[src/hdl/aiocm_pkg.sv]
// shared types, codes and helper functions of the analog i/o channel manager
`default_nettype none

package aiocm_pkg;

    localparam int CHANNELS = 16;
    localparam int CH_W     = $clog2(CHANNELS);

    localparam int IN_DATA_W  = 48;
    localparam int OUT_DATA_W = 48;
    localparam int APB_ADDR_W = 4;
    localparam int APB_DATA_W = 32;

    // command codes
    localparam logic [1:0] CMD_SERVICE = 2'd0;
    localparam logic [1:0] CMD_PARAM   = 2'd1;
    localparam logic [1:0] CMD_CONFIG  = 2'd2;

    // result kinds
    localparam logic [2:0] KIND_LED    = 3'd0;
    localparam logic [2:0] KIND_REPORT = 3'd1;
    localparam logic [2:0] KIND_DAC    = 3'd2;
    localparam logic [2:0] KIND_MODE   = 3'd3;
    localparam logic [2:0] KIND_ACK    = 3'd4;

    // channel modes
    localparam logic [2:0] MODE_BIP_IN  = 3'd0;
    localparam logic [2:0] MODE_UNI_IN  = 3'd1;
    localparam logic [2:0] MODE_BIP_OUT = 3'd4;
    localparam logic [2:0] MODE_UNI_OUT = 3'd5;

    // register indexes
    localparam logic [1:0] REG_PARAM_BASE = 2'd0;
    localparam logic [1:0] REG_PARAM_LAST = 2'd1;
    localparam logic [1:0] REG_HYSTERESIS = 2'd2;

    localparam logic [7:0]  PARAM_BASE_RST = 8'd0;
    localparam logic [7:0]  PARAM_LAST_RST = 8'd15;
    localparam logic [6:0]  HYSTERESIS_RST = 7'd3;
    localparam logic [11:0] LEVEL_MAX      = 12'hfff;

    typedef enum logic [2:0] {
        ST_IDLE,
        ST_DECODE,
        ST_EXEC,
        ST_SEND0,
        ST_SEND1
    } state_t;

    typedef struct packed {
        logic [7:0] param_base;
        logic [7:0] param_last;
        logic [6:0] hysteresis;
    } cfg_t;

    typedef struct packed {
        logic capture;
        logic decode;
        logic exec;
        logic sel;
    } ctl_cmd_t;

    typedef struct packed {
        logic [1:0] exec_cnt;
        logic [1:0] res_cnt;
    } dp_stat_t;

    typedef struct packed {
        logic [2:0]        kind;
        logic [3:0]        led_index;
        logic [11:0]       led_level;
        logic [7:0]        report_id;
        logic signed [15:0] out_value;
        logic [CH_W-1:0]   out_channel;
        logic [2:0]        out_mode;
    } res_t;

    // raw channel code to converter channel, out of range when the code is above 23
    function automatic logic [7:0] map_code(input logic [7:0] c);
        logic [7:0] m;
        m = (c > 8'd7) ? (8'd23 - c) : c;
        return m;
    endfunction

    function automatic logic [11:0] led_level_f(input logic [2:0] mode,
                                                input logic signed [15:0] v);
        logic signed [16:0] d;
        logic [16:0]        ad;
        logic [17:0]        r2;
        logic [11:0]        res;
        d  = $signed({v[15], v}) - 17'sd2048;
        ad = d[16] ? 17'(-d) : 17'(d);
        r2 = {ad, 1'b0};
        if (mode == MODE_BIP_IN || mode == MODE_BIP_OUT)
        begin
            res = (r2 > 18'd4095) ? LEVEL_MAX : r2[11:0];
        end
        else if (v[15])
        begin
            res = 12'd0;
        end
        else if (v[14:12] != 3'd0)
        begin
            res = LEVEL_MAX;
        end
        else
        begin
            res = v[11:0];
        end
        return res;
    endfunction

endpackage

`default_nettype wire

[src/hdl/aiocm_regs.sv]
// configuration register file behind the apb port
`default_nettype none

module aiocm_regs (
    input  wire logic                              clk,
    input  wire logic                              rst_n,
    input  wire logic                              psel,
    input  wire logic                              penable,
    input  wire logic                              pwrite,
    input  wire logic [aiocm_pkg::APB_ADDR_W-1:0]  paddr,
    input  wire logic [aiocm_pkg::APB_DATA_W-1:0]  pwdata,
    output logic      [aiocm_pkg::APB_DATA_W-1:0]  prdata,
    output logic                                   pready,
    output aiocm_pkg::cfg_t                        cfg
);
    import aiocm_pkg::*;

    cfg_t       cfg_reg;
    cfg_t       cfg_next;
    logic       wr_en;
    logic [1:0] reg_idx;

    assign pready  = 1'b1;
    assign wr_en   = psel & penable & pwrite & pready;
    assign reg_idx = paddr[APB_ADDR_W-1:2];

    always_comb
    begin
        cfg_next = cfg_reg;
        if (wr_en)
        begin
            unique case (reg_idx)
                REG_PARAM_BASE: cfg_next.param_base = pwdata[7:0];
                REG_PARAM_LAST: cfg_next.param_last = pwdata[7:0];
                REG_HYSTERESIS: cfg_next.hysteresis = pwdata[6:0];
                default:        cfg_next = cfg_reg;
            endcase
        end
    end

    always_ff @(posedge clk or negedge rst_n)
    begin
        if (!rst_n)
        begin
            cfg_reg.param_base <= PARAM_BASE_RST;
            cfg_reg.param_last <= PARAM_LAST_RST;
            cfg_reg.hysteresis <= HYSTERESIS_RST;
        end
        else
        begin
            cfg_reg <= cfg_next;
        end
    end

    always_comb
    begin
        unique case (reg_idx)
            REG_PARAM_BASE: prdata = {24'd0, cfg_reg.param_base};
            REG_PARAM_LAST: prdata = {24'd0, cfg_reg.param_last};
            REG_HYSTERESIS: prdata = {25'd0, cfg_reg.hysteresis};
            default:        prdata = '0;
        endcase
    end

    assign cfg = cfg_reg;

endmodule

`default_nettype wire

[src/hdl/aiocm_ctrl.sv]
// controller state machine sequencing capture, decode, execute and result transactions
`default_nettype none

module aiocm_ctrl (
    input  wire logic                 clk,
    input  wire logic                 rst_n,
    input  wire logic                 s_axis_tvalid,
    output logic                      s_axis_tready,
    output logic                      m_axis_tvalid,
    input  wire logic                 m_axis_tready,
    output logic                      m_axis_tlast,
    output aiocm_pkg::ctl_cmd_t       cmd,
    input  wire aiocm_pkg::dp_stat_t  stat
);
    import aiocm_pkg::*;

    state_t state_reg;
    state_t state_next;

    always_comb
    begin
        state_next = state_reg;
        unique case (state_reg)
            ST_IDLE:
            begin
                if (s_axis_tvalid)
                begin
                    state_next = ST_DECODE;
                end
            end
            ST_DECODE:
            begin
                state_next = ST_EXEC;
            end
            ST_EXEC:
            begin
                state_next = (stat.exec_cnt == 2'd0) ? ST_IDLE : ST_SEND0;
            end
            ST_SEND0:
            begin
                if (m_axis_tready)
                begin
                    state_next = (stat.res_cnt == 2'd2) ? ST_SEND1 : ST_IDLE;
                end
            end
            ST_SEND1:
            begin
                if (m_axis_tready)
                begin
                    state_next = ST_IDLE;
                end
            end
            default:
            begin
                state_next = ST_IDLE;
            end
        endcase
    end

    always_comb
    begin
        s_axis_tready = 1'b0;
        m_axis_tvalid = 1'b0;
        m_axis_tlast  = 1'b0;
        cmd           = '0;
        unique case (state_reg)
            ST_IDLE:
            begin
                s_axis_tready = 1'b1;
                cmd.capture   = s_axis_tvalid;
            end
            ST_DECODE:
            begin
                cmd.decode = 1'b1;
            end
            ST_EXEC:
            begin
                cmd.exec = 1'b1;
            end
            ST_SEND0:
            begin
                m_axis_tvalid = 1'b1;
                m_axis_tlast  = (stat.res_cnt != 2'd2);
            end
            ST_SEND1:
            begin
                m_axis_tvalid = 1'b1;
                m_axis_tlast  = 1'b1;
                cmd.sel       = 1'b1;
            end
            default:
            begin
                cmd = '0;
            end
        endcase
    end

    always_ff @(posedge clk or negedge rst_n)
    begin
        if (!rst_n)
        begin
            state_reg <= ST_IDLE;
        end
        else
        begin
            state_reg <= state_next;
        end
    end

endmodule

`default_nettype wire

[src/hdl/aiocm_dp.sv]
// datapath: item capture, channel decode, channel state tables and result buffer
`default_nettype none

module aiocm_dp (
    input  wire logic                                clk,
    input  wire logic                                rst_n,
    input  wire logic [aiocm_pkg::IN_DATA_W-1:0]     s_axis_tdata,
    input  wire logic [1:0]                          s_axis_tuser,
    output logic      [aiocm_pkg::OUT_DATA_W-1:0]    m_axis_tdata,
    output logic      [2:0]                          m_axis_tuser,
    input  wire aiocm_pkg::cfg_t                     cfg,
    input  wire aiocm_pkg::ctl_cmd_t                 cmd,
    output aiocm_pkg::dp_stat_t                      stat
);
    import aiocm_pkg::*;

    // captured item
    logic [1:0]         cmd_reg;
    logic [CH_W-1:0]    channel_reg;
    logic [7:0]         pid_reg;
    logic signed [15:0] value_reg;
    logic [7:0]         cfg_ch_reg;
    logic [7:0]         new_mode_reg;

    // decoded target
    logic [CH_W-1:0]    tgt_reg;
    logic               ok_reg;
    logic [CH_W-1:0]    tgt_next;
    logic               ok_next;

    // channel state tables
    logic [2:0]         mode_reg  [CHANNELS];
    logic signed [15:0] outv_reg  [CHANNELS];
    logic [11:0]        inv_reg   [CHANNELS];
    logic [6:0]         rep_reg   [CHANNELS];

    // result buffer
    res_t               res0_reg;
    res_t               res1_reg;
    logic [1:0]         cnt_reg;

    // execute stage
    logic [2:0]         mode_cur;
    logic signed [15:0] outv_cur;
    logic [11:0]        inv_cur;
    logic [6:0]         rep_cur;
    logic [11:0]        smp;
    logic [6:0]         cc;
    logic signed [7:0]  cdiff;
    logic [6:0]         cabs;
    logic [2:0]         mode_new;
    logic signed [15:0] v2;
    logic               fa;
    logic               fb;
    res_t               ra;
    res_t               rb;
    logic               wr_mode;
    logic               wr_outv;
    logic               wr_inv;
    logic               wr_rep;
    logic               mode_ok;

    logic [7:0]         pid_off;
    logic [7:0]         pid_map;
    logic [7:0]         cfg_map;
    res_t               res_sel;

    always_ff @(posedge clk)
    begin
        if (cmd.capture)
        begin
            cmd_reg      <= s_axis_tuser;
            channel_reg  <= s_axis_tdata[3:0];
            pid_reg      <= s_axis_tdata[11:4];
            value_reg    <= s_axis_tdata[27:12];
            cfg_ch_reg   <= s_axis_tdata[35:28];
            new_mode_reg <= s_axis_tdata[43:36];
        end
    end

    // decode
    assign pid_off = pid_reg - cfg.param_base;
    assign pid_map = map_code(pid_off);
    assign cfg_map = map_code(cfg_ch_reg);

    always_comb
    begin
        tgt_next = channel_reg;
        ok_next  = 1'b0;
        case (cmd_reg)
            CMD_SERVICE:
            begin
                tgt_next = channel_reg;
                ok_next  = 1'b1;
            end
            CMD_PARAM:
            begin
                tgt_next = pid_map[CH_W-1:0];
                ok_next  = (pid_reg >= cfg.param_base) && (pid_reg <= cfg.param_last)
                           && (pid_map[7:CH_W] == '0);
            end
            CMD_CONFIG:
            begin
                tgt_next = cfg_map[CH_W-1:0];
                ok_next  = (cfg_map[7:CH_W] == '0);
            end
            default:
            begin
                ok_next = 1'b0;
            end
        endcase
    end

    always_ff @(posedge clk or negedge rst_n)
    begin
        if (!rst_n)
        begin
            ok_reg <= 1'b0;
        end
        else if (cmd.decode)
        begin
            ok_reg <= ok_next;
        end
    end

    always_ff @(posedge clk)
    begin
        if (cmd.decode)
        begin
            tgt_reg <= tgt_next;
        end
    end

    // execute
    assign mode_cur = mode_reg[tgt_reg];
    assign outv_cur = outv_reg[tgt_reg];
    assign inv_cur  = inv_reg[tgt_reg];
    assign rep_cur  = rep_reg[tgt_reg];
    assign smp      = value_reg[11:0];
    assign cc       = smp[11:5];
    assign cdiff    = $signed({1'b0, cc}) - $signed({1'b0, rep_cur});
    assign cabs     = cdiff[7] ? 7'(-cdiff) : cdiff[6:0];
    assign mode_ok  = (new_mode_reg == 8'(MODE_BIP_IN)) || (new_mode_reg == 8'(MODE_UNI_IN))
                      || (new_mode_reg == 8'(MODE_BIP_OUT))
                      || (new_mode_reg == 8'(MODE_UNI_OUT));

    always_comb
    begin
        fa       = 1'b0;
        fb       = 1'b0;
        ra       = '0;
        rb       = '0;
        wr_mode  = 1'b0;
        wr_outv  = 1'b0;
        wr_inv   = 1'b0;
        wr_rep   = 1'b0;
        mode_new = mode_cur;
        v2       = value_reg;
        if (ok_reg)
        begin
            case (cmd_reg)
                CMD_SERVICE:
                begin
                    if (!mode_cur[2])
                    begin
                        fa           = (inv_cur != smp);
                        wr_inv       = fa;
                        ra.kind      = KIND_LED;
                        ra.led_index = 4'(CHANNELS - 1) - tgt_reg;
                        ra.led_level = led_level_f(mode_cur, {4'd0, smp});
                        fb           = (cabs > cfg.hysteresis);
                        wr_rep       = fb;
                        rb.kind      = KIND_REPORT;
                        rb.report_id = cfg.param_base + map_code(8'(tgt_reg));
                        rb.out_value = {4'd0, smp};
                    end
                    else
                    begin
                        fb             = 1'b1;
                        rb.kind        = KIND_DAC;
                        rb.out_value   = outv_cur;
                        rb.out_channel = tgt_reg;
                    end
                end
                CMD_PARAM:
                begin
                    if (!mode_cur[2])
                    begin
                        mode_new = value_reg[15] ? MODE_BIP_OUT : MODE_UNI_OUT;
                        fa       = 1'b1;
                    end
                    wr_mode        = 1'b1;
                    ra.kind        = KIND_MODE;
                    ra.out_channel = tgt_reg;
                    ra.out_mode    = mode_new;
                    if (mode_new == MODE_BIP_OUT)
                    begin
                        v2 = value_reg + 16'sd2048;
                    end
                    fb           = (outv_cur != v2);
                    wr_outv      = fb;
                    rb.kind      = KIND_LED;
                    rb.led_index = 4'(CHANNELS - 1) - tgt_reg;
                    rb.led_level = led_level_f(mode_new, v2);
                end
                CMD_CONFIG:
                begin
                    if (mode_ok)
                    begin
                        mode_new = new_mode_reg[2:0];
                        fa       = 1'b1;
                    end
                    wr_mode        = 1'b1;
                    ra.kind        = KIND_MODE;
                    ra.out_channel = tgt_reg;
                    ra.out_mode    = mode_new;
                    fb             = 1'b1;
                    rb.kind        = KIND_ACK;
                    rb.out_channel = tgt_reg;
                    rb.out_mode    = mode_new;
                end
                default:
                begin
                    fa = 1'b0;
                    fb = 1'b0;
                end
            endcase
        end
    end

    assign stat.exec_cnt = {1'b0, fa} + {1'b0, fb};
    assign stat.res_cnt  = cnt_reg;

    always_ff @(posedge clk or negedge rst_n)
    begin
        if (!rst_n)
        begin
            cnt_reg <= 2'd0;
            for (int i = 0; i < CHANNELS; i++)
            begin
                mode_reg[i] <= MODE_UNI_IN;
                outv_reg[i] <= '0;
                inv_reg[i]  <= '0;
                rep_reg[i]  <= '0;
            end
        end
        else if (cmd.exec)
        begin
            cnt_reg <= stat.exec_cnt;
            if (wr_mode)
            begin
                mode_reg[tgt_reg] <= mode_new;
            end
            if (wr_outv)
            begin
                outv_reg[tgt_reg] <= v2;
            end
            if (wr_inv)
            begin
                inv_reg[tgt_reg] <= smp;
            end
            if (wr_rep)
            begin
                rep_reg[tgt_reg] <= cc;
            end
        end
    end

    always_ff @(posedge clk)
    begin
        if (cmd.exec)
        begin
            res0_reg <= fa ? ra : rb;
            res1_reg <= rb;
        end
    end

    assign res_sel      = cmd.sel ? res1_reg : res0_reg;
    assign m_axis_tuser = res_sel.kind;
    assign m_axis_tdata = {1'b0, res_sel.out_mode, res_sel.out_channel, res_sel.out_value,
                           res_sel.report_id, res_sel.led_level, res_sel.led_index};

endmodule

`default_nettype wire

[src/hdl/analog_io_channel_manager_core.sv]
// analog i/o channel manager: top level with stream ports and apb configuration
// an item is accepted in idle, decoded in the following cycle and executed in the one after;
// the first result is offered from the send state that follows execute and held until taken
// a new item is accepted only after every result of the last one has been taken
// the two-step decode/execute sequence runs through the state tables
// async reset: idle, tables to unipolar input and zero, registers to 0, 15, 3
`default_nettype none

module analog_io_channel_manager_core (
    input  wire logic                              clk,
    input  wire logic                              rst_n,
    input  wire logic                              s_axis_tvalid,
    output logic                                   s_axis_tready,
    // channel, parameter_id, value, config_channel, new_mode, 4 zero bits
    input  wire logic [aiocm_pkg::IN_DATA_W-1:0]   s_axis_tdata,
    // cmd
    input  wire logic [1:0]                        s_axis_tuser,
    output logic                                   m_axis_tvalid,
    input  wire logic                              m_axis_tready,
    // led_index, led_level, report_id, out_value, out_channel, out_mode, 1 zero bit
    output logic      [aiocm_pkg::OUT_DATA_W-1:0]  m_axis_tdata,
    // kind
    output logic      [2:0]                        m_axis_tuser,
    output logic                                   m_axis_tlast,
    input  wire logic                              psel,
    input  wire logic                              penable,
    input  wire logic                              pwrite,
    input  wire logic [aiocm_pkg::APB_ADDR_W-1:0]  paddr,
    input  wire logic [aiocm_pkg::APB_DATA_W-1:0]  pwdata,
    output logic      [aiocm_pkg::APB_DATA_W-1:0]  prdata,
    output logic                                   pready
);
    import aiocm_pkg::*;

    cfg_t     cfg;
    ctl_cmd_t cmd;
    dp_stat_t stat;

    aiocm_regs u_regs (
        .clk     (clk),
        .rst_n   (rst_n),
        .psel    (psel),
        .penable (penable),
        .pwrite  (pwrite),
        .paddr   (paddr),
        .pwdata  (pwdata),
        .prdata  (prdata),
        .pready  (pready),
        .cfg     (cfg)
    );

    aiocm_ctrl u_ctrl (
        .clk           (clk),
        .rst_n         (rst_n),
        .s_axis_tvalid (s_axis_tvalid),
        .s_axis_tready (s_axis_tready),
        .m_axis_tvalid (m_axis_tvalid),
        .m_axis_tready (m_axis_tready),
        .m_axis_tlast  (m_axis_tlast),
        .cmd           (cmd),
        .stat          (stat)
    );

    aiocm_dp u_dp (
        .clk          (clk),
        .rst_n        (rst_n),
        .s_axis_tdata (s_axis_tdata),
        .s_axis_tuser (s_axis_tuser),
        .m_axis_tdata (m_axis_tdata),
        .m_axis_tuser (m_axis_tuser),
        .cfg          (cfg),
        .cmd          (cmd),
        .stat         (stat)
    );

endmodule

`default_nettype wire

[config.mk]
export PLATFORM = sky130hd
export DESIGN_NAME = analog_io_channel_manager_core
export DESIGN_NICKNAME = d
export VERILOG_FILES = /design/src/hdl/aiocm_pkg.sv /design/src/hdl/aiocm_regs.sv /design/src/hdl/aiocm_ctrl.sv /design/src/hdl/aiocm_dp.sv /design/src/hdl/analog_io_channel_manager_core.sv
export SDC_FILE = /design/constraint.sdc
export NUM_CORES = 1
export LEC_CHECK = 0
export BUFFER_PORTS_ARGS = -buffer_cell sky130_fd_sc_hd__buf_4
export CAP_MARGIN = 20
export CORE_UTILIZATION = 62
export CTS_CLUSTER_DIAMETER = 40
export DETAILED_ROUTE_END_ITERATION = 16
export GPL_TIMING_DRIVEN = 0
export PLACE_DENSITY = 0.8
export RECOVER_POWER = 100
export SLEW_MARGIN = 20
export SYNTH_ARGS = -nofsm -noshare
export SYNTH_HDL_FRONTEND = slang
export SYNTH_SLANG_ARGS = --single-unit
[constraint.sdc]
create_clock -name clk -period 10.3 [get_ports clk]
set_input_delay 0.515 -clock clk [delete_from_list [all_inputs] [get_ports clk]]
set_output_delay 0.515 -clock clk [all_outputs]
set_load 0.02 [all_outputs]
==> impl_results.md, run 1 <==
* Peak VDD IR at just under 0.2 mV
* Hold_sp: s_axis_tdata[9]
* Ys flop type: dfrtp_1
* Grt total ovfl at 0
* Initial core utilization at a little over three fifths
* Sink Count at roughly 790
* Tot Pwr at around 11 mW
* Top cell family by delay on the critical path: buffers and inverters
* Post-synth EDFFs at 150
* Worst Setup Path Type: register to register
* Final RePlAce weighted congestion at about 0.95
* Port buffer count at 123
* Routed vias at 25.4k
* ANT cells at 0
* Status: finished with violations
* Worst Setup Slack, final at between 500 and 600 ps
* Reg-to-Reg Start: u_dp.tgt_reg[1]
* Antenna-violating nets left at 0
* Syn Area/Cell at roughly 14 µm²
* Max Clk Rate at ~100 MHz
* Worst path required time at roughly 11000 ps
* Relative slew slack at -246%
* Post-synthesis sequential area ratio at a little over half
* Mapped cell area at 39000 µm²
* Layout cells sized above 1 at around 32%
* Setup Viol. Count Final at 0
* Largest net degree at the start of global routing at a little under 100
* First-pass GRT wire length at about 160 mm
* DR vias/cell at between 6 and 7
* Row cnt at 91
* CP Launch Type: register
* Crit-path max cell delay at between 700 and 800 ps
* Dpl ws at between 700 and 800 ps
* Clock-pin slew on the worst setup and hold paths at approximately 60 ps
* Htree depth at 3
* Max-cap violations at 11
* Core footprint at approximately 62000 µm²
* Vias in the first global route at ~27k
* Synth async-reset ratio at approximately 80%
* Actual slew at the worst max-slew pin at about 5200 ps
* Synth cell types at 77
* #FFs+latches synth at just under 800
* TritonCTS buffer count at approximately 110
* Clk buf depth at 3
* Max reg flops at 256
* Hold WC Path Type: input pin to register
* WP data arrival at roughly 10000 ps
* Hold depth at 1
* CTS tree: built
* Pins Over Slew Limit at between 400 and 500
* IO Count at 180
* Root buffer cell: clkbuf_16
* Final Skew at ~27 ps
* Worst flop-to-flop path endpoint: u_dp.rep_reg[43]
* Final nets at roughly 3.2k
* Final Hold Fails at 0
* GRT Resource Usage Total at 34.5%
* Drt first-iter violations at roughly 2.1k
* Setup TNS Final at 0 ps
* Min Tclk post-route at a little under 10000 ps
* WP buf/inv at 9
* HPWL Detailed at around 73 mm
* Failing checks: max-capacitance violations, max-slew violations
* Avg WL per Cell at about 27 µm
* Die ar. at approximately 64000 µm²
* Cells after Synth at 2796
* Unrepaired setup endpoints after global routing: no
* Die height at 253 µm
* Clk_lat worst skew at slightly below 700 ps
* Crit-path slowest cell: nor2_1
* DRT Wirelength at about 110 mm
* Area growth syn-to-layout at 13.3%
* R2R depth at 31
* DR DRC count at 0
* PD cells at about 250 nW/µm²
* Crit path max fanout at 10
* Min-Delay Endpoint: u_dp.pid_reg[5]
* First-pass detailed-route iteration total at 6
* R2R setup slack at between 500 and 600 ps
* Ys Warns at 0
* Element type at the critical path end: register
* Horiz. Die Dim at around 250 µm
* Initial antenna violation count at 2
* P_leak at roughly 20 nW
* Tcrit/Tclk final at a little over nine tenths
## placed cells by master (no fill, tap or decap), types with 38 or more instances in the layout
| cell type | n |
|---|---|
| a21oi_1 | 47 |
| buf_4 | 42 |
| clkbuf_1 | 263 |
| clkbuf_16 | 107 |
| clkbuf_4 | 42 |
| dfrtp_1 | 615 |
| edfxtp_1 | 150 |
| ha_1 | 49 |
| inv_1 | 56 |
| mux2_1 | 133 |
| mux2_2 | 482 |
| mux4_2 | 187 |
| nand2_1 | 238 |
| nor2_1 | 119 |
| o21ai_0 | 66 |
| xnor2_1 | 38 |
## worst max path at each step
| stage | from | endpoint | slack (ps) | cells after the start |
|---|---|---|---|---|
| 2_1_floorplan | u_ctrl.state_reg[0] | u_dp.outv_reg[85] | 3190 | 7 |
| 3_3_place_gp | u_ctrl.state_reg[0] | u_dp.outv_reg[89] | 600 | 7 |
| 3_5_place_dp | u_dp.tgt_reg[1] | u_dp.rep_reg[43] | 710 | 31 |
| 4_1_cts | u_dp.tgt_reg[1] | u_dp.rep_reg[34] | 690 | 31 |
| 5_1_grt | u_dp.tgt_reg[1] | u_dp.rep_reg[33] | 100 | 31 |
| 6_report | u_dp.tgt_reg[1] | u_dp.rep_reg[43] | 560 | 31 |
## cells by family (layout without fill, tap and decap cells)
logic type / Yosys count / count (layout) / share of synthesized area, %
multiplexers: 831 / 831 / 30.3
flip-flops: 787 / 787 / 52.4
AND/OR/NAND/NOR: 545 / 545 / 6.53
buffers and inverters: 306 / 655 / 3.93
AO/OA/AOI/OAI: 203 / 203 / 3.51
XOR/XNOR: 70 / 70 / 1.59
adder cells (fa/ha/maj): 52 / 52 / 1.72
other: 2 / 27 / 0.0192
## metal layers
layer	GRT usage [%]	part of all wire (%)
met3	8.24	8.3
met2	55.3	48
met4	13.8	4.1
met1	45.8	40
met5	0	0
## metrics by stage
step	utilization, %	cell area [µm²]	hold slack (ps)	instances
3_3_place_gp	66.4	41100	462	3781
2_1_floorplan	-	39100	219	2821
4_1_cts	73.1	45300	0.282	4006
6_report	71.4	44200	51.8	4007
5_1_grt	71.4	44200	31.9	4007
3_5_place_dp	66.9	41400	471	3793
## synth_stat cells (all sizes together) (6+ instances only)
library cell,number,area share (%)
nand4,14,0.24
a32oi,11,0.25
nand2,239,2.3
mux4,187,11
and3,6,0.096
mux2,629,19
buf,131,2.2
a22o,13,0.29
inv,56,0.54
nor4,7,0.11
ha,49,1.6
dfrtp,615,39
xnor2,38,0.85
a311oi,6,0.22
nand3,37,0.47
nand2b,13,0.21
or3,19,0.30
a22oi,8,0.15
o21a,8,0.15
nor2,119,1.2
and2,14,0.22
nor3b,6,0.12
a21o,8,0.15
edfxtp,150,12
o211ai,7,0.15
dfstp,22,1.5
nor2b,32,0.51
xor2,32,0.74
clkbuf,118,1.1
a21oi,47,0.61
mux2i,15,0.38
o21ai,67,0.87
nor3,29,0.48
## what timing repair did
| action | 4_1_cts | 5_1_grt |
|---|---|---|
| buffers inserted | 0 | 0 |
| resized for setup | 0 | 0 |
| endpoints found under the hold margin | 67 | 0 |
| hold buffers | 10 | 0 |
## report_power, final
group          leakage (nW)  switching, mW  internal [mW]
Combinational          8.27           1.83           1.30
Sequential             10.2          0.375           3.95
Clock                  1.81           1.51           2.29
Total                  20.2           3.72           7.53
## layout make-up
| cell class | instances | area (µm²) |
|---|---|---|
| Buffer | 249 | 1140 |
| Clock inverter | 75 | 878 |
| Sequential cell | 787 | 20500 |
| Fill cell | 4169 | 17700 |
| Timing Repair Buffer | 146 | 896 |
| Tap cell | 837 | 1050 |
| Clock buffer | 128 | 2870 |
| Multi-Input combinational cell | 1728 | 16700 |
| Inverter | 57 | 214 |
(Power assumes the default switching activity.)
==> run 2, diff against run 1 <==
- CORE_UTILIZATION: 62 -> 56
- MAX_ROUTING_LAYER: default -> met4
- PLACE_DENSITY: 0.8 -> 0.77
- clock period: 10.3 -> 8.7 ns (I/O delays scaled with it)
==> run 2 against run 1 <==
The flow still finishes with violations (max-capacitance violations, max-slew violations). Design area grew 2.8%. Register-to-register slack worse by 220 ps. First-iteration DRC count increased by 9.2%. Combinational power is 22% higher. Worst setup slack got worse by 220 ps. Die area up 11%. Clock skew increased by 2.6 ps. Non-clock buffer count up 29. Routed wire length is 0.11% lower. Critical endpoint is now u_dp.rep_reg[101]. Highest routed layer unchanged.
==> impl_results.md, run 2 (synthesis results as in run 1) <==
* Top sig layer: met4 (unchanged)
* Tcrit/Tclk final at 96.1% (was 94.6%)
* Commonest non-fill, non-tap cell in the layout: dfrtp_1 (unchanged)
* Row cnt at 96 (was 91)
* Root buffer cell: clkbuf_16 (unchanged)
* Unrepaired setup endpoints after global routing: yes (was no)
* Grt total ovfl at 0 (unchanged)
* Clock-pin slew on the worst setup and hold paths at 60 ps (about the same)
* WP data arrival at 8910 ps (was 10290 ps)
* Horiz. Die Dim at 266 µm (was 253 µm)
* DRT Wirelength at 107 mm (about the same)
* Final Skew at 29.9 ps (was 27.3 ps)
* First-pass GRT wire length at 163 mm (was 164 mm)
* Element type at the critical path end: register (unchanged)
* Met2 WL post-DR at 50.2 mm (was 51.1 mm)
* DR DRC count at 0 (unchanged)
* Largest net degree at the start of global routing at 110 (was 97)
* Max-cap violations at 6 (was 11)
* Die ar. at 70800 µm² (was 64000 µm²)
* R2R depth at 28 (was 31)
* Reg-to-Reg Start: u_dp.tgt_reg[1] (unchanged)
* Worst path required time at 9250 ps (was 10850 ps)
* TritonCTS buffer count at 108 (was 107)
* Min Tclk post-route at 8360 ps (was 9740 ps)
* PD cells at 298 nW/µm² (was 254 nW/µm²)
* Metal-1 WL at 43.4 mm (was 42.4 mm)
* Layout cells sized above 1 at 37.6% (was 32.3%)
* Critical path launch point: u_dp.tgt_reg[1] (unchanged)
* # placed instances at 3885 (was 3793)
* Hold WC Path Type: input pin to register (unchanged)
* Final nets at 3251 (was 3221)
* Clk_lat worst skew at 670 ps (was 680 ps)
* Hold depth at 3 (was 1)
* Core footprint at 68800 µm² (was 61900 µm²)
* Area growth syn-to-layout at 16.4% (was 13.3%)
* CP Launch Type: register (unchanged)
* Setup Viol. Count Final at 0 (unchanged)
* Finished Cell Area at 45500 µm² (was 44200 µm²)
* Vias in the first global route at 26.5k (was 26.8k)
* Met3 WL post-DR at 8.81 mm (was 8.86 mm)
* Clk buf depth at 3 (unchanged)
* P_leak at 20.7 nW (was 20.2 nW)
* Max Clk Rate at 120 MHz (was 103 MHz)
* Final Hold Fails at 0 (unchanged)
* Drt first-iter violations at 2312 (was 2118)
* Avg WL per Cell at 25.8 µm (was 26.6 µm)
* Crit path to: u_dp.rep_reg[101] (was u_dp.rep_reg[43])
* Routed vias at 25.3k (was 25.4k)
* Worst flop-to-flop path endpoint: u_dp.rep_reg[101] (was u_dp.rep_reg[43])
* Worst Setup Path Type: register to register (unchanged)
* HPWL Detailed at 74.0 mm (was 73.5 mm)
* Initial core utilization at 56.7% (was 63.0%)
* Antenna-violating nets left at 0 (unchanged)
* Fill cells at 4830 (was 4169)
* Peak VDD IR at 0.233 mV (was 0.194 mV)
* Most frequent cells in the layout: 615 x dfrtp_1, 489 x mux2_2, 238 x nand2_1, 191 x clkbuf_1, 187 x mux4_2 (was 615 x dfrtp_1, 482 x mux2_2, 263 x clkbuf_1, 238 x nand2_1, 187 x mux4_2)
* Sink Count at 787 (unchanged)
* First-pass detailed-route iteration total at 6 (unchanged)
* R2R setup slack at 340 ps (was 560 ps)
* Pins Over Slew Limit at 429 (was 447)
* Final RePlAce weighted congestion at 0.927 (was 0.947)
* Crit-path slowest cell: nor2_1 (unchanged)
* GRT Resource Usage Total at 31.7% (was 34.5%)
* Dpl cell area at 41500 µm² (was 41400 µm²)
* Post-CTS setup buffer count at 0 (unchanged)
* DR vias/cell at 6.13 (was 6.33)
* Htree depth at 3 (unchanged)
* Max reg flops at 256 (unchanged)
* Crit-path max cell delay at 820 ps (was 780 ps)
* Port buffer count at 123 (unchanged)
* Die height at 266 µm (was 253 µm)
* Crit path max fanout at 28 (was 10)
* IO Count at 180 (unchanged)
* Most used cell, CP: a21oi_1
* Actual slew at the worst max-slew pin at 4770 ps (was 5190 ps)
* Failing checks: max-capacitance violations, max-slew violations (unchanged)
* CTS tree: built (unchanged)
* Status: finished with violations (unchanged)
* Initial antenna violation count at 4 (was 2)
* Relative slew slack at -218% (was -246%)
* Cell Count, Final, Fillers Out at 4132 (was 4007)
==> run 2: cell count changes in the layout (fill, tap and decap cells not counted), sizes merged <==
cell,change
diode,+2
inv,-3
clkinvlp,-1
clkbuf,-57
dlygate4sd3,+37
bufinv,+4
buf,+49
clkinv,-3
clkdlybuf4s25,+3
==> run 2: layout make-up <==
cell class	count	area (µm²)	share of cell area, %
flip-flops and latches	787	20500	45.0
multi-input cells	1728	17200	37.8
clock buffers	131	2960	6.51
plain buffers	244	1310	2.88
repair buffers	180	1260	2.78
well taps	931	1160	2.56
clock inverters	72	867	1.91
inverters	57	214	0.471
diodes	2	5.00	0.0110
==> run 2: critical path: cells and delay by family (launching register included) <==
kind / cells / cell delay (ps)
buffers and inverters: 6 / 2230
DFF: 1 / 530
muxes: 3 / 1280
and+or+nand+nor: 4 / 1430
adders and majority gates: 2 / 560
AOI/OAI and AO/OA: 13 / 2180
==> run 2: stage by stage <==
| stage | setup slack [ps] | TNS (ps) | utilization [%] | total power [mW] | hold WS, ps |
|---|---|---|---|---|---|
| after CTS | 13.2 | 0 | 66.6 | 13.7 | 1.19 |
| after global placement | -932 | -163910 | 59.9 | 8.79 | 461 |
| after global routing | -87.3 | -4790 | 66.1 | 14.1 | 9.59 |
| final | 336 | 0 | 66.1 | 13.6 | 11.7 |
| after floorplan | 1590 | 0 | - | 7.70 | 139 |
| after detailed placement | -893 | -79570 | 60.3 | 9.01 | 411 |
==> run 2: timing repair <==
item                                   4_1_cts  5_1_grt
hold buffers                                47        0
endpoints found under the hold margin       87        0
setup endpoints to repair                  116      112
gates resized for setup                     16       21
pin swaps                                    0        0
==> run 2: report_power, final <==
part	switching (mW)	internal [mW]	total [mW]
Sequential	0.452	4.68	5.13
Combinational	2.18	1.63	3.81
Clock	1.75	2.87	4.62
==> run 2: routing by layer <==
layer	track usage [%]	up-vias
li1	-	10755
met1	41.8	13185
met2	48.5	1113
met3	6.83	266
met4	11.9	0
met5	-	-
==> run 2: how the worst min path moves through the flow <==
stage / start / end
after floorplan: rst_n / u_ctrl.state_reg[0]
after global placement: u_dp.inv_reg[110] / u_dp.inv_reg[110]
after detailed placement: rst_n / u_regs.cfg[13]
after CTS: pwdata[7] / u_regs.cfg[22]
after global routing: pwdata[4] / u_regs.cfg[19]
final: pwdata[7] / u_regs.cfg[22]
==> run 3, diff against run 2 <==
- RECOVER_POWER: 100 -> default
==> run 3 against run 2 <==
The run now ends clean. Final cell count unchanged. Worst hold slack improved by 6.0 ps. First-iteration DRC count increased by 4.3%. Critical endpoint unchanged. Largest power group unchanged. Highest routed layer unchanged.
==> impl_results.md, run 3 (synthesis results as in run 1) <==
* Status: finished clean (was finished with violations)
* WHS at 17.7 ps (was 11.7 ps)
* Die height at 266 µm (unchanged)
* CP Launch Type: register (unchanged)
* HPWL Detailed at 74.0 mm (unchanged)
* Sink Count at 787 (unchanged)
* Dpl ws at -893 ps (unchanged)
* Most used cell, CP: a21oi_1 (unchanged)
* Max Clk Rate at 120 MHz (about the same)
* Cell Count, Final, Fillers Out at 4132 (unchanged)
* Finished Cell Area at 45900 µm² (was 45500 µm²)
* Crit-path max cell delay at 830 ps (was 820 ps)
* Routed vias at 25.4k (was 25.3k)
* Initial core utilization at 56.7% (unchanged)
* Grt total ovfl at 0 (unchanged)
* Max reg flops at 256 (unchanged)
* TritonCTS buffer count at 108 (unchanged)
* Commonest non-fill, non-tap cell in the layout: dfrtp_1 (unchanged)
* Die ar. at 70800 µm² (unchanged)
* Max-cap violations at 0 (was 6)
* Layout cells sized above 1 at 39.9% (was 37.6%)
* PD cells at 298 nW/µm² (about the same)
* First-pass GRT wire length at 163 mm (unchanged)
* Final Hold Fails at 0 (unchanged)
* Final RePlAce weighted congestion at 0.927 (unchanged)
* P_leak at 21.1 nW (was 20.7 nW)
* Hold WC Path Type: input pin to register (unchanged)
* Clk buf depth at 3 (unchanged)
* Htree depth at 3 (unchanged)
* Clk_lat worst skew at 680 ps (was 670 ps)
* Post-CTS setup buffer count at 0 (unchanged)
* CTS tree: built (unchanged)
* Final nets at 3251 (unchanged)
* Horiz. Die Dim at 266 µm (unchanged)
* Root buffer cell: clkbuf_16 (unchanged)
* Dpl cell area at 41500 µm² (unchanged)
* Setup Viol. Count Final at 0 (unchanged)
* Tcrit/Tclk final at 96.0% (was 96.1%)
* Element type at the critical path end: register (unchanged)
* GRT Resource Usage Total at 31.7% (unchanged)
* Relative slew slack at 24.1% (was -218%)
* Area growth syn-to-layout at 17.5% (was 16.4%)
* DR vias/cell at 6.14 (was 6.13)
* Most frequent cells in the layout: 615 x dfrtp_1, 489 x mux2_2, 238 x nand2_1, 187 x mux4_2, 157 x buf_4 (was 615 x dfrtp_1, 489 x mux2_2, 238 x nand2_1, 191 x clkbuf_1, 187 x mux4_2)
* Antenna-violating nets left at 0 (unchanged)
* Crit-path slowest cell: nor2_1 (unchanged)
* Final Skew at 32.0 ps (was 29.9 ps)
* DRT Wirelength at 107 mm (about the same)
* R2R setup slack at 350 ps (was 340 ps)
* WP data arrival at 8900 ps (was 8910 ps)
* Fin util at 66.7% (was 66.1%)
* Largest net degree at the start of global routing at 110 (unchanged)
* # placed instances at 3885 (unchanged)
* DR DRC count at 0 (unchanged)
* Port buffer count at 123 (unchanged)
* Row cnt at 96 (unchanged)
* IO Count at 180 (unchanged)
* Vias in the first global route at 26.5k (unchanged)
* Initial antenna violation count at 4 (unchanged)
* Core footprint at 68800 µm² (unchanged)
* Unrepaired setup endpoints after global routing: yes (unchanged)
* Avg WL per Cell at 25.8 µm (about the same)
* Min Tclk post-route at 8350 ps (was 8360 ps)
* Worst Setup Slack, final at 349 ps (was 336 ps)
* Drt first-iter violations at 2411 (was 2312)
* Actual slew at the worst max-slew pin at 1130 ps (was 4770 ps)
* First-pass detailed-route iteration total at 5 (was 6)
* Crit path max fanout at 28 (unchanged)
* Pins Over Slew Limit at 0 (was 429)
* Peak VDD IR at 0.233 mV (about the same)
* Worst Setup Path Type: register to register (unchanged)
* Clock-pin slew on the worst setup and hold paths at 60 ps (about the same)
* Worst path required time at 9250 ps (about the same)
run 3: worst paths after layout:
check,start,end,cells past startpoint
worst max-delay path,u_dp.tgt_reg[1],u_dp.rep_reg[101],28
worst min-delay path,pwdata[7],u_regs.cfg[22],3
worst max register to register,u_dp.tgt_reg[1],u_dp.rep_reg[101],28
worst min register to register,u_dp.inv_reg[2],u_dp.inv_reg[2],1
max in group asynchronous,rst_n,u_dp.inv_reg[73],5
min in group asynchronous,rst_n,u_regs.cfg[13],2
run 3: layer usage:
metal  up-vias  share of wire, %  global-route usage [%]
met1     13253                41                    41.8
met3       261               7.9                    6.83
met4         0               3.8                    11.9
met5         -                 0                       -
met2      1108                47                    48.5
li1      10766                 -                       -
run 3: power by group:
part	switching, mW	internal [mW]
sequential	0.453	4.67
clock	1.74	2.87
combinational	2.19	1.74
total	4.39	9.28
run 3: worst max-delay path, delay by kind of cell (launching register included):
kind / cells / cell delay [ps]
simple gates: 4 / 1440
mux: 3 / 1280
fa+ha+maj: 2 / 560
compound gates: 13 / 2170
buf+inv: 6 / 2230
flops: 1 / 520
run 3: repair_timing:
item / 4_1_cts / 5_1_grt
endpoints found under the setup margin: 116 / 112
hold endpoints to repair: 87 / 0
resized for setup: 16 / 21
hold buffers: 47 / 0
run 3: cell type report:
type	count	area, µm²
clock inverters	72	867
repair buffers	180	1670
multi-input cells	1728	17200
diodes	2	5.00
well taps	931	1160
flip-flops and latches	787	20500
plain buffers	244	1310
fillers	4721	22900
clock buffers	131	2960
inverters	57	214
run 3: metrics by stage:
stage	setup TNS [ps]	power [mW]
3_5_place_dp	-79570	9.01
4_1_cts	0	13.7
6_report	0	13.7
2_1_floorplan	0	7.70
3_3_place_gp	-163910	8.79
5_1_grt	-1680	14.2
